## src/rtl/core/gdc_pkg.sv

```systemverilog
`default_nettype none
// ----------------------------------------------------------------------------
// gdc_pkg
// Types, register indexes and helpers shared by the green-difference codec.
// ----------------------------------------------------------------------------
package gdc_pkg;

   localparam int unsigned BYTE_W   = 8;
   localparam int unsigned COL_W    = 18;
   localparam int unsigned ROW_W    = 24;
   localparam int unsigned RUN_W    = 16;
   localparam int unsigned CSR_IDX_W  = 2;
   localparam int unsigned CSR_DATA_W = 24;

   localparam logic [CSR_IDX_W-1:0] CSR_DIRECTION = 2'd0;
   localparam logic [CSR_IDX_W-1:0] CSR_ROW_BYTES = 2'd1;
   localparam logic [CSR_IDX_W-1:0] CSR_ROW_COUNT = 2'd2;
   localparam logic [CSR_IDX_W-1:0] CSR_MIN_RUN   = 2'd3;

   localparam logic [1:0] GROUP_NONE  = 2'd0;
   localparam logic [1:0] GROUP_ONE   = 2'd1;
   localparam logic [1:0] GROUP_THREE = 2'd3;

   typedef enum logic [1:0] {
      PHASE_FIRST  = 2'd0,
      PHASE_SECOND = 2'd1,
      PHASE_THIRD  = 2'd2
   } gdc_phase_type;

   typedef struct packed {
      logic               direction;
      logic [COL_W-1:0]   len;
      logic [COL_W-1:0]   pix_end;
      logic [ROW_W-1:0]   row_count;
      logic [RUN_W-1:0]   min_run;
   } gdc_cfg_type;

   typedef struct packed {
      logic [1:0]         count;
      logic [BYTE_W-1:0]  b0;
      logic [BYTE_W-1:0]  b1;
      logic [BYTE_W-1:0]  b2;
   } gdc_group_type;

   // remainder of an 18-bit value by three, using 4 == 1 mod 3
   function automatic logic [1:0] mod3_col(input logic [COL_W-1:0] v);
      logic [4:0] s;
      logic [2:0] t;
      logic [1:0] m;
      s = '0;
      for (int i = 0; i < 9; i++) begin
         s = s + 5'(v[2*i +: 2]);
      end
      t = 3'(s[1:0]) + 3'(s[3:2]) + 3'(s[4]);
      case (t) inside
         3'd0, 3'd3, 3'd6: m = 2'd0;
         3'd1, 3'd4, 3'd7: m = 2'd1;
         default:          m = 2'd2;
      endcase
      return m;
   endfunction

endpackage
`default_nettype wire

```

## src/rtl/core/gdc_pixel.sv

```systemverilog
`default_nettype none
// ----------------------------------------------------------------------------
// gdc_pixel
// Per-pixel green-difference transform with RGB565 run detection and
// low-bit cleanup, for both encode and decode.
// ----------------------------------------------------------------------------
module gdc_pixel (
   input  wire logic                         direction,
   input  wire logic                         detect,
   input  wire logic [gdc_pkg::RUN_W-1:0]    run,
   input  wire logic [gdc_pkg::RUN_W-1:0]    min_run,
   input  wire logic [gdc_pkg::BYTE_W-1:0]   first,
   input  wire logic [gdc_pkg::BYTE_W-1:0]   second,
   input  wire logic [gdc_pkg::BYTE_W-1:0]   third,
   output logic      [gdc_pkg::BYTE_W-1:0]   out0,
   output logic      [gdc_pkg::BYTE_W-1:0]   out1,
   output logic      [gdc_pkg::BYTE_W-1:0]   out2,
   output logic      [gdc_pkg::RUN_W-1:0]    run_next,
   output logic                              detect_next
);

   localparam logic [gdc_pkg::RUN_W-1:0] RUN_MAX = 16'hFFFF;

   function automatic logic [7:0] rb_fix(input logic [7:0] v);
      return v ^ {5'b0, {3{v[3]}}};
   endfunction

   function automatic logic [7:0] g_fix(input logic [7:0] v);
      return v ^ {6'b0, {2{v[2]}}};
   endfunction

   function automatic logic looks_565(input logic [7:0] b, input logic [7:0] g,
                                      input logic [7:0] r);
      return (b[2:0] == {3{b[3]}}) && (g[1:0] == {2{g[2]}}) &&
             (r[2:0] == {3{r[3]}});
   endfunction

   function automatic logic [15:0] run_step(input logic [15:0] v, input logic m);
      logic [15:0] n;
      if (!m) begin
         n = '0;
      end else if (v == RUN_MAX) begin
         n = v;
      end else begin
         n = v + 16'd1;
      end
      return n;
   endfunction

   logic [7:0]  enc_b, enc_g, enc_r;
   logic [7:0]  dec_b, dec_g, dec_r;
   logic [7:0]  dec_b_raw, dec_r_raw;
   logic [15:0] enc_run, dec_run;
   logic        enc_apply, dec_apply;

   always_comb begin
      enc_run   = run_step(run, looks_565(first, second, third));
      enc_apply = detect && ((enc_run > min_run) || (run >= min_run));
      enc_b     = enc_apply ? rb_fix(first)  : first;
      enc_g     = enc_apply ? g_fix(second)  : second;
      enc_r     = enc_apply ? rb_fix(third)  : third;

      dec_r_raw = first - second;
      dec_b_raw = first - third;
      dec_apply = detect && (run >= min_run);
      dec_b     = dec_apply ? rb_fix(dec_b_raw) : dec_b_raw;
      dec_g     = dec_apply ? g_fix(first)      : first;
      dec_r     = dec_apply ? rb_fix(dec_r_raw) : dec_r_raw;
      dec_run   = run_step(run, looks_565(dec_b, dec_g, dec_r));

      if (!direction) begin
         out0     = enc_g;
         out1     = enc_g - enc_r;
         out2     = enc_g - enc_b;
         run_next = detect ? enc_run : run;
      end else begin
         out0     = dec_b;
         out1     = dec_g;
         out2     = dec_r;
         run_next = detect ? dec_run : run;
      end
      detect_next = detect && (run_next != '0);
   end

endmodule
`default_nettype wire

```

## src/rtl/core/gdc_track.sv

```systemverilog
`default_nettype none
// ----------------------------------------------------------------------------
// gdc_track
// Row, column and pixel phase tracking; holds the first two bytes of a pixel
// and the run state, and forms the result group of each accepted byte.
// ----------------------------------------------------------------------------
module gdc_track (
   input  wire logic                          clock,
   input  wire logic                          reset,
   input  wire gdc_pkg::gdc_cfg_type          cfg,
   input  wire logic                          accept,
   input  wire logic [gdc_pkg::BYTE_W-1:0]    byte_in,
   output gdc_pkg::gdc_group_type             group
);

   gdc_pkg::gdc_phase_type      phase_ff, phase_in;
   logic [gdc_pkg::BYTE_W-1:0]  held_first_ff, held_first_in;
   logic [gdc_pkg::BYTE_W-1:0]  held_second_ff, held_second_in;
   logic [gdc_pkg::COL_W-1:0]   column_ff, column_in;
   logic [gdc_pkg::ROW_W-1:0]   rows_ff, rows_in;
   logic [gdc_pkg::RUN_W-1:0]   run_ff, run_in;
   logic                        detect_ff, detect_in;

   logic                        finished, in_pix;
   logic [gdc_pkg::COL_W:0]     col_inc;
   logic [gdc_pkg::BYTE_W-1:0]  px0, px1, px2;
   logic [gdc_pkg::RUN_W-1:0]   px_run;
   logic                        px_detect;

   gdc_pixel u_pixel (
      .direction   (cfg.direction),
      .detect      (detect_ff),
      .run         (run_ff),
      .min_run     (cfg.min_run),
      .first       (held_first_ff),
      .second      (held_second_ff),
      .third       (byte_in),
      .out0        (px0),
      .out1        (px1),
      .out2        (px2),
      .run_next    (px_run),
      .detect_next (px_detect)
   );

   always_comb begin
      finished = rows_ff >= cfg.row_count;
      in_pix   = column_ff < cfg.pix_end;
      col_inc  = {1'b0, column_ff} + 19'd1;

      group.b0 = in_pix ? px0 : byte_in;
      group.b1 = px1;
      group.b2 = px2;
      if (finished) begin
         group.count = gdc_pkg::GROUP_NONE;
      end else if (!in_pix) begin
         group.count = gdc_pkg::GROUP_ONE;
      end else if (phase_ff inside {gdc_pkg::PHASE_FIRST, gdc_pkg::PHASE_SECOND}) begin
         group.count = gdc_pkg::GROUP_NONE;
      end else begin
         group.count = gdc_pkg::GROUP_THREE;
      end
   end

   always_comb begin
      phase_in       = phase_ff;
      held_first_in  = held_first_ff;
      held_second_in = held_second_ff;
      column_in      = column_ff;
      rows_in        = rows_ff;
      run_in         = run_ff;
      detect_in      = detect_ff;
      if (accept && !finished) begin
         if (in_pix) begin
            case (phase_ff)
               gdc_pkg::PHASE_FIRST: begin
                  held_first_in = byte_in;
                  phase_in      = gdc_pkg::PHASE_SECOND;
               end
               gdc_pkg::PHASE_SECOND: begin
                  held_second_in = byte_in;
                  phase_in       = gdc_pkg::PHASE_THIRD;
               end
               default: begin
                  phase_in  = gdc_pkg::PHASE_FIRST;
                  run_in    = px_run;
                  detect_in = px_detect;
               end
            endcase
         end
         if (col_inc >= {1'b0, cfg.len}) begin
            column_in = '0;
            phase_in  = gdc_pkg::PHASE_FIRST;
            rows_in   = rows_ff + 24'd1;
         end else begin
            column_in = col_inc[gdc_pkg::COL_W-1:0];
         end
      end
   end

   always_ff @(posedge clock) begin
      if (reset) begin
         phase_ff       <= gdc_pkg::PHASE_FIRST;
         held_first_ff  <= '0;
         held_second_ff <= '0;
         column_ff      <= '0;
         rows_ff        <= '0;
         run_ff         <= '0;
         detect_ff      <= 1'b1;
      end else begin
         phase_ff       <= phase_in;
         held_first_ff  <= held_first_in;
         held_second_ff <= held_second_in;
         column_ff      <= column_in;
         rows_ff        <= rows_in;
         run_ff         <= run_in;
         detect_ff      <= detect_in;
      end
   end

   a_detect_sticky: assert property (@(posedge clock) disable iff (reset)
      !detect_ff |=> !detect_ff)
      else $error("run detection came back on");

   a_phase_range: assert property (@(posedge clock) disable iff (reset)
      phase_ff == gdc_pkg::PHASE_FIRST || phase_ff == gdc_pkg::PHASE_SECOND ||
      phase_ff == gdc_pkg::PHASE_THIRD)
      else $error("pixel phase out of range");

   a_pixel_in_row: assert property (@(posedge clock) disable iff (reset)
      (phase_ff != gdc_pkg::PHASE_FIRST) |-> (column_ff != '0))
      else $error("pixel phase set at row start");

endmodule
`default_nettype wire

```

## src/rtl/core/gdc_serial.sv

```systemverilog
`default_nettype none
// ----------------------------------------------------------------------------
// gdc_serial
// Result register: holds one group of up to three bytes and hands them out
// one word per cycle while the receiver is ready, marking the last of the group.
// ----------------------------------------------------------------------------
module gdc_serial (
   input  wire logic                          clock,
   input  wire logic                          reset,
   input  wire logic                          load,
   input  wire gdc_pkg::gdc_group_type        group,
   output logic                               can_load,
   output logic                               rsp_tvalid,
   input  wire logic                          rsp_tready,
   output logic      [gdc_pkg::BYTE_W-1:0]    rsp_tdata,
   output logic                               rsp_tlast
);

   logic [gdc_pkg::BYTE_W-1:0] slot_ff [3];
   logic [gdc_pkg::BYTE_W-1:0] slot_in [3];
   logic [1:0]                 count_ff, count_in;
   logic                       pop;

   always_comb begin
      rsp_tvalid = count_ff != 2'd0;
      rsp_tdata  = slot_ff[0];
      rsp_tlast  = count_ff == 2'd1;
      pop        = rsp_tvalid && rsp_tready;
      can_load   = (count_ff == 2'd0) || (count_ff == 2'd1 && rsp_tready);

      slot_in  = slot_ff;
      count_in = count_ff;
      if (load) begin
         slot_in[0] = group.b0;
         slot_in[1] = group.b1;
         slot_in[2] = group.b2;
         count_in   = group.count;
      end else if (pop) begin
         slot_in[0] = slot_ff[1];
         slot_in[1] = slot_ff[2];
         count_in   = count_ff - 2'd1;
      end
   end

   always_ff @(posedge clock) begin
      slot_ff <= slot_in;
   end

   always_ff @(posedge clock) begin
      if (reset) begin
         count_ff <= '0;
      end else begin
         count_ff <= count_in;
      end
   end

   a_no_overwrite: assert property (@(posedge clock) disable iff (reset)
      load |-> (count_ff == 2'd0 || (count_ff == 2'd1 && pop)))
      else $error("group loaded over pending words");

   a_group_size: assert property (@(posedge clock) disable iff (reset)
      load |-> (group.count == gdc_pkg::GROUP_ONE || group.count == gdc_pkg::GROUP_THREE))
      else $error("bad group size");

   a_last_drains: assert property (@(posedge clock) disable iff (reset)
      (pop && rsp_tlast && !load) |=> !rsp_tvalid)
      else $error("words left after last of group");

endmodule
`default_nettype wire

```

## src/rtl/core/rgb24_green_difference_codec_top.sv

```systemverilog
`default_nettype none
// ----------------------------------------------------------------------------
// rgb24_green_difference_codec_top
// Green-difference color codec for 24-bit pixel byte streams.
// ----------------------------------------------------------------------------
// One byte is accepted per cycle. The first two bytes of a pixel and bytes
// after the last row give no word; a pixel's third byte gives three words
// and a padding byte one, leaving through the result register at one word
// per cycle while the receiver is ready, and a new byte is taken while the
// last word of the previous group is taken. A byte that gives words waits
// while the result register holds words, unless only its final word is
// left and that word is taken in the same cycle. Configuration writes are
// always accepted.
module rgb24_green_difference_codec_top (
   input  wire logic                              clock,
   input  wire logic                              reset,
   input  wire logic                              req_tvalid,
   output logic                                   req_tready,
   input  wire logic [7:0]                        req_tdata,   // byte_in[7:0]
   output logic                                   rsp_tvalid,
   input  wire logic                              rsp_tready,
   output logic      [7:0]                        rsp_tdata,   // byte_out[7:0]
   output logic                                   rsp_tlast,   // final_of_group
   input  wire logic                              csr_valid,
   output logic                                   csr_ready,
   input  wire logic [gdc_pkg::CSR_IDX_W-1:0]     csr_index,
   input  wire logic [gdc_pkg::CSR_DATA_W-1:0]    csr_data
);

   gdc_pkg::gdc_cfg_type   cfg_ff, cfg_in;
   gdc_pkg::gdc_group_type group;
   logic                   can_load, accept;
   logic [gdc_pkg::COL_W-1:0] new_len;

   always_comb begin
      csr_ready = 1'b1;
      new_len   = (csr_data[gdc_pkg::COL_W-1:0] == '0) ? 18'd1
                                                       : csr_data[gdc_pkg::COL_W-1:0];
      cfg_in    = cfg_ff;
      if (csr_valid && csr_ready) begin
         case (csr_index)
            gdc_pkg::CSR_DIRECTION: cfg_in.direction = csr_data[0];
            gdc_pkg::CSR_ROW_BYTES: begin
               cfg_in.len     = new_len;
               cfg_in.pix_end = new_len - 18'(gdc_pkg::mod3_col(new_len));
            end
            gdc_pkg::CSR_ROW_COUNT: cfg_in.row_count = csr_data;
            gdc_pkg::CSR_MIN_RUN:   cfg_in.min_run   = csr_data[gdc_pkg::RUN_W-1:0];
            default: cfg_in = cfg_ff;
         endcase
      end
   end

   always_ff @(posedge clock) begin
      if (reset) begin
         cfg_ff.direction <= 1'b0;
         cfg_ff.len       <= 18'd3;
         cfg_ff.pix_end   <= 18'd3;
         cfg_ff.row_count <= 24'd1;
         cfg_ff.min_run   <= 16'd63;
      end else begin
         cfg_ff <= cfg_in;
      end
   end

   always_comb begin
      req_tready = (group.count == gdc_pkg::GROUP_NONE) || can_load;
      accept     = req_tvalid && req_tready;
   end

   gdc_track u_track (
      .clock   (clock),
      .reset   (reset),
      .cfg     (cfg_ff),
      .accept  (accept),
      .byte_in (req_tdata),
      .group   (group)
   );

   gdc_serial u_serial (
      .clock      (clock),
      .reset      (reset),
      .load       (accept && group.count != gdc_pkg::GROUP_NONE),
      .group      (group),
      .can_load   (can_load),
      .rsp_tvalid (rsp_tvalid),
      .rsp_tready (rsp_tready),
      .rsp_tdata  (rsp_tdata),
      .rsp_tlast  (rsp_tlast)
   );

   a_pix_end_aligned: assert property (@(posedge clock) disable iff (reset)
      (cfg_ff.pix_end <= cfg_ff.len) && (cfg_ff.len - cfg_ff.pix_end < 18'd3))
      else $error("pixel area does not match row length");

   a_len_nonzero: assert property (@(posedge clock) disable iff (reset)
      cfg_ff.len != '0)
      else $error("zero row length");

   a_stall_only_busy: assert property (@(posedge clock) disable iff (reset)
      !req_tready |-> rsp_tvalid)
      else $error("input stalled with empty result register");

endmodule
`default_nettype wire

```

## config.mk

```make
export PLATFORM = sky130hd
export DESIGN_NAME = rgb24_green_difference_codec_top
export DESIGN_NICKNAME = d
export VERILOG_FILES = /design/src/rtl/core/gdc_pkg.sv /design/src/rtl/core/gdc_pixel.sv /design/src/rtl/core/gdc_track.sv /design/src/rtl/core/gdc_serial.sv /design/src/rtl/core/rgb24_green_difference_codec_top.sv
export SDC_FILE = /design/constraint.sdc
export NUM_CORES = 1
export LEC_CHECK = 0
export BUFFER_PORTS_ARGS = -buffer_cell sky130_fd_sc_hd__buf_2
export CORE_ASPECT_RATIO = 1.1
export CORE_UTILIZATION = 40
export CTS_CLUSTER_DIAMETER = 150
export DETAILED_ROUTE_END_ITERATION = 10
export SYNTH_ARGS = -nofsm -noshare
export SYNTH_HDL_FRONTEND = slang
export SYNTH_SLANG_ARGS = --single-unit
```

## constraint.sdc

```tcl
create_clock -name clock -period 19.8 [get_ports clock]
set_input_delay 3.96 -clock clock [delete_from_list [all_inputs] [get_ports clock]]
set_output_delay 3.96 -clock clock [all_outputs]
set_load 0.02 [all_outputs]
```

==> metrics <==
die span in y=189 um; Tot Pwr=~1.3 mW; Post-Synthesis Cells=1,582; skew final=0.0154 ns; number of enable flip-flop cells after synthesis=24; Layout Utilization=0.440; top cells by area, synth=dfxtp_1 (25%), ha_1 (13%), nand2_1 (6.2%); initial detailed-routing violation count=506; total grt overflow=0; number of global-route vias before repair=between 10k and 15k; VDD IR max=85.8 uV; CP startpoint kind=primary input; worst endpoint data arrival time=11.75 ns; Synthesis Warnings=0; GP Congestion=0.880; DR WL/cell=15.7 um; DP HPWL=23,500 um; worst slew pin tran=1.10 ns; worst setup margin=8.40 ns; Final TNS setup=0 ns; Worst Path Required=20.15 ns; worst-path fanout max=7; R2R cell count=27; Worst Hold Slack=~0.45 ns; TritonCTS buffer count=17; boundary pin count=~50; Netlist cell types=76; via count=10.5k; CP Capture Type=flop; Post-synth top flop=dfxtp_1; FMAX=0.0877 GHz; Post-layout nets=1,760; clk slew on worst S/H paths=roughly 0.070 ns; H-tree levels=4; die area=32,400 um2; final setup violating endpoints=0; DRT Pass-1 Iters=5; sequential share of the synthesized area=0.303; leading area contributor after synthesis=dfxtp_1; initial antenna violation count=2; Yosys top cell area share=0.246; post-route insts no fill=2,005; commonest non-fill, non-tap cell in the layout=nand2_1; Area Growth Syn to Fin=8.65%; Die Width=about 170 um; post-route ant nets=0; final worst path period share=0.576; layout cell share with drive strength beyond 1=0.0707; Power Density=91.3 nW/um2; RSZ-0062 raised after global routing=false; CTS resizes=0; final wirelength=31,400 um; # clock sinks=180; Slew Viols, Final=0; Starting Density=0.405; ys async rst share=0; Place WS=7.99 ns; hold path cells=2; DP Cell Count=1,972; port bufs=49; leading cell types in the layout, fill and taps excluded=nand2_1 (211), dfxtp_1 (155), nor2_1 (152); GRT Util Overall=0.203; vias per inst=about 5.2; cell area after synthesis=approximately 13,000 um2; Max Cap Viol=0; crit path max-delay cell type=fa_1; Leak=5.60 nW; Remaining DRCs=0; Final Critical Period=around 11 ns; max_slew headroom=0.270; FF+latch count, synth=between 150 and 200; Clock Latency Late Sink=0.45 ns; first-pass GRT wire length=52,000 um; Min-Delay Path Class=flop to flop; Syn Area/Cell=8.01 um2; Core ar.=around 31,000 um2; status=completed; crit-path most repeated cell=fa_1; CTS tree=built; largest net degree at the start of global routing=67; Mapped Nets=about 1.8k; Final Hold Viols=0; maximum buffer depth of the clock tree=2; Hold-fix buffers, CTS=0; Critical Path Max Stage Delay=between 0.4 and 0.5 ns; CTS root buffer=clkbuf_16; Core Rows=68; final instance area=13,800 um2; area of placed instances=13,200 um2; WS Path Type=primary input to flop; Post-CTS Setup Bufs=0
## worst max-delay path, delay by kind of cell
kind | cells | cell delay (ns)
adder cells (fa/ha/maj) | 10 | 3.90
buffers and inverters | 4 | 0.42
XOR/XNOR | 2 | 0.33
AO/OA/AOI/OAI | 3 | 0.60
AND/OR/NAND/NOR | 10 | 2.55
## cells by family after synthesis
group / share of synthesized area
other: 0.000296
XOR/XNOR: 0.0843
adder cells (fa/ha/maj): 0.160
flip-flops: 0.303
buffers and inverters: 0.0709
AO/OA/AOI/OAI: 0.143
multiplexers: 0.0246
AND/OR/NAND/NOR: 0.214
## per-layer routing
metal / track usage / wire [um] / up-vias
met5: 0 / 16 / -
met1: 0.253 / 14500 / 4945
met2: 0.350 / 15100 / 170
li1: - / - / 5354
met3: 0.0309 / 963 / 42
met4: 0.0766 / 768 / 2
## area by class of cell
| cell class | count | area, um2 |
|---|---|---|
| Antenna cell | 1 | 2.50 |
| Clock buffer | 19 | 464 |
| Clock inverter | 13 | 151 |
| Fill cell | 3213 | 17500 |
| Inverter | 142 | 533 |
| Multi-Input combinational cell | 1174 | 7950 |
| Sequential cell | 180 | 3840 |
| Tap cell | 420 | 526 |
| Timing Repair Buffer | 56 | 300 |
## cell usage after synthesis (4+ instances only)
master / n
nand2b_1: 18
mux2i_1: 30
a21oi_1: 124
a22oi_1: 6
nand3b_1: 5
nor3_1: 33
dfxtp_1: 156
buf_1: 6
o21ai_0: 50
and3_1: 13
buf_4: 9
or4_1: 4
inv_1: 142
buf_2: 7
fa_1: 20
xnor2_1: 79
a211oi_1: 21
o21a_1: 7
or3_1: 7
nand2_1: 211
nor2b_1: 18
nand3_1: 36
o211ai_1: 8
nor2_1: 153
and2_1: 6
nor4_1: 22
clkbuf_1: 64
ha_1: 130
and4_1: 5
or2_2: 7
xor2_1: 43
nand4_1: 24
a21o_1: 30
edfxtp_1: 24
## path summary, 6_finish.rpt
check	from	endpoint	slack (ns)
min reg2reg	cfg_ff[9]	cfg_ff[9]	0.45
min	cfg_ff[9]	cfg_ff[9]	0.45
max reg2reg	u_track.run_ff[1]	u_serial.slot_ff[7]	12.82
max	csr_data[12]	cfg_ff[54]	8.40
## power by group
part | switching (mW) | total, mW | internal, mW
Combinational | 0.274 | 0.472 | 0.198
Clock | 0.168 | 0.360 | 0.191
Sequential | 0.0202 | 0.425 | 0.405
## state kept, by name (all words and copies together), names as in the netlist
signal / cells
cfg_ff: 77
u_track.rows_ff: 24
u_track.column_ff: 18
u_serial.slot_ff: 16
u_track.run_ff: 16
u_serial.rsp_tdata: 8
u_track.held_first_ff: 8
u_track.held_second_ff: 8
u_serial.count_ff: 2
u_track.phase_ff: 2
u_track.detect_ff: 1
No activity file was read; power rests on OpenSTA's default activity.
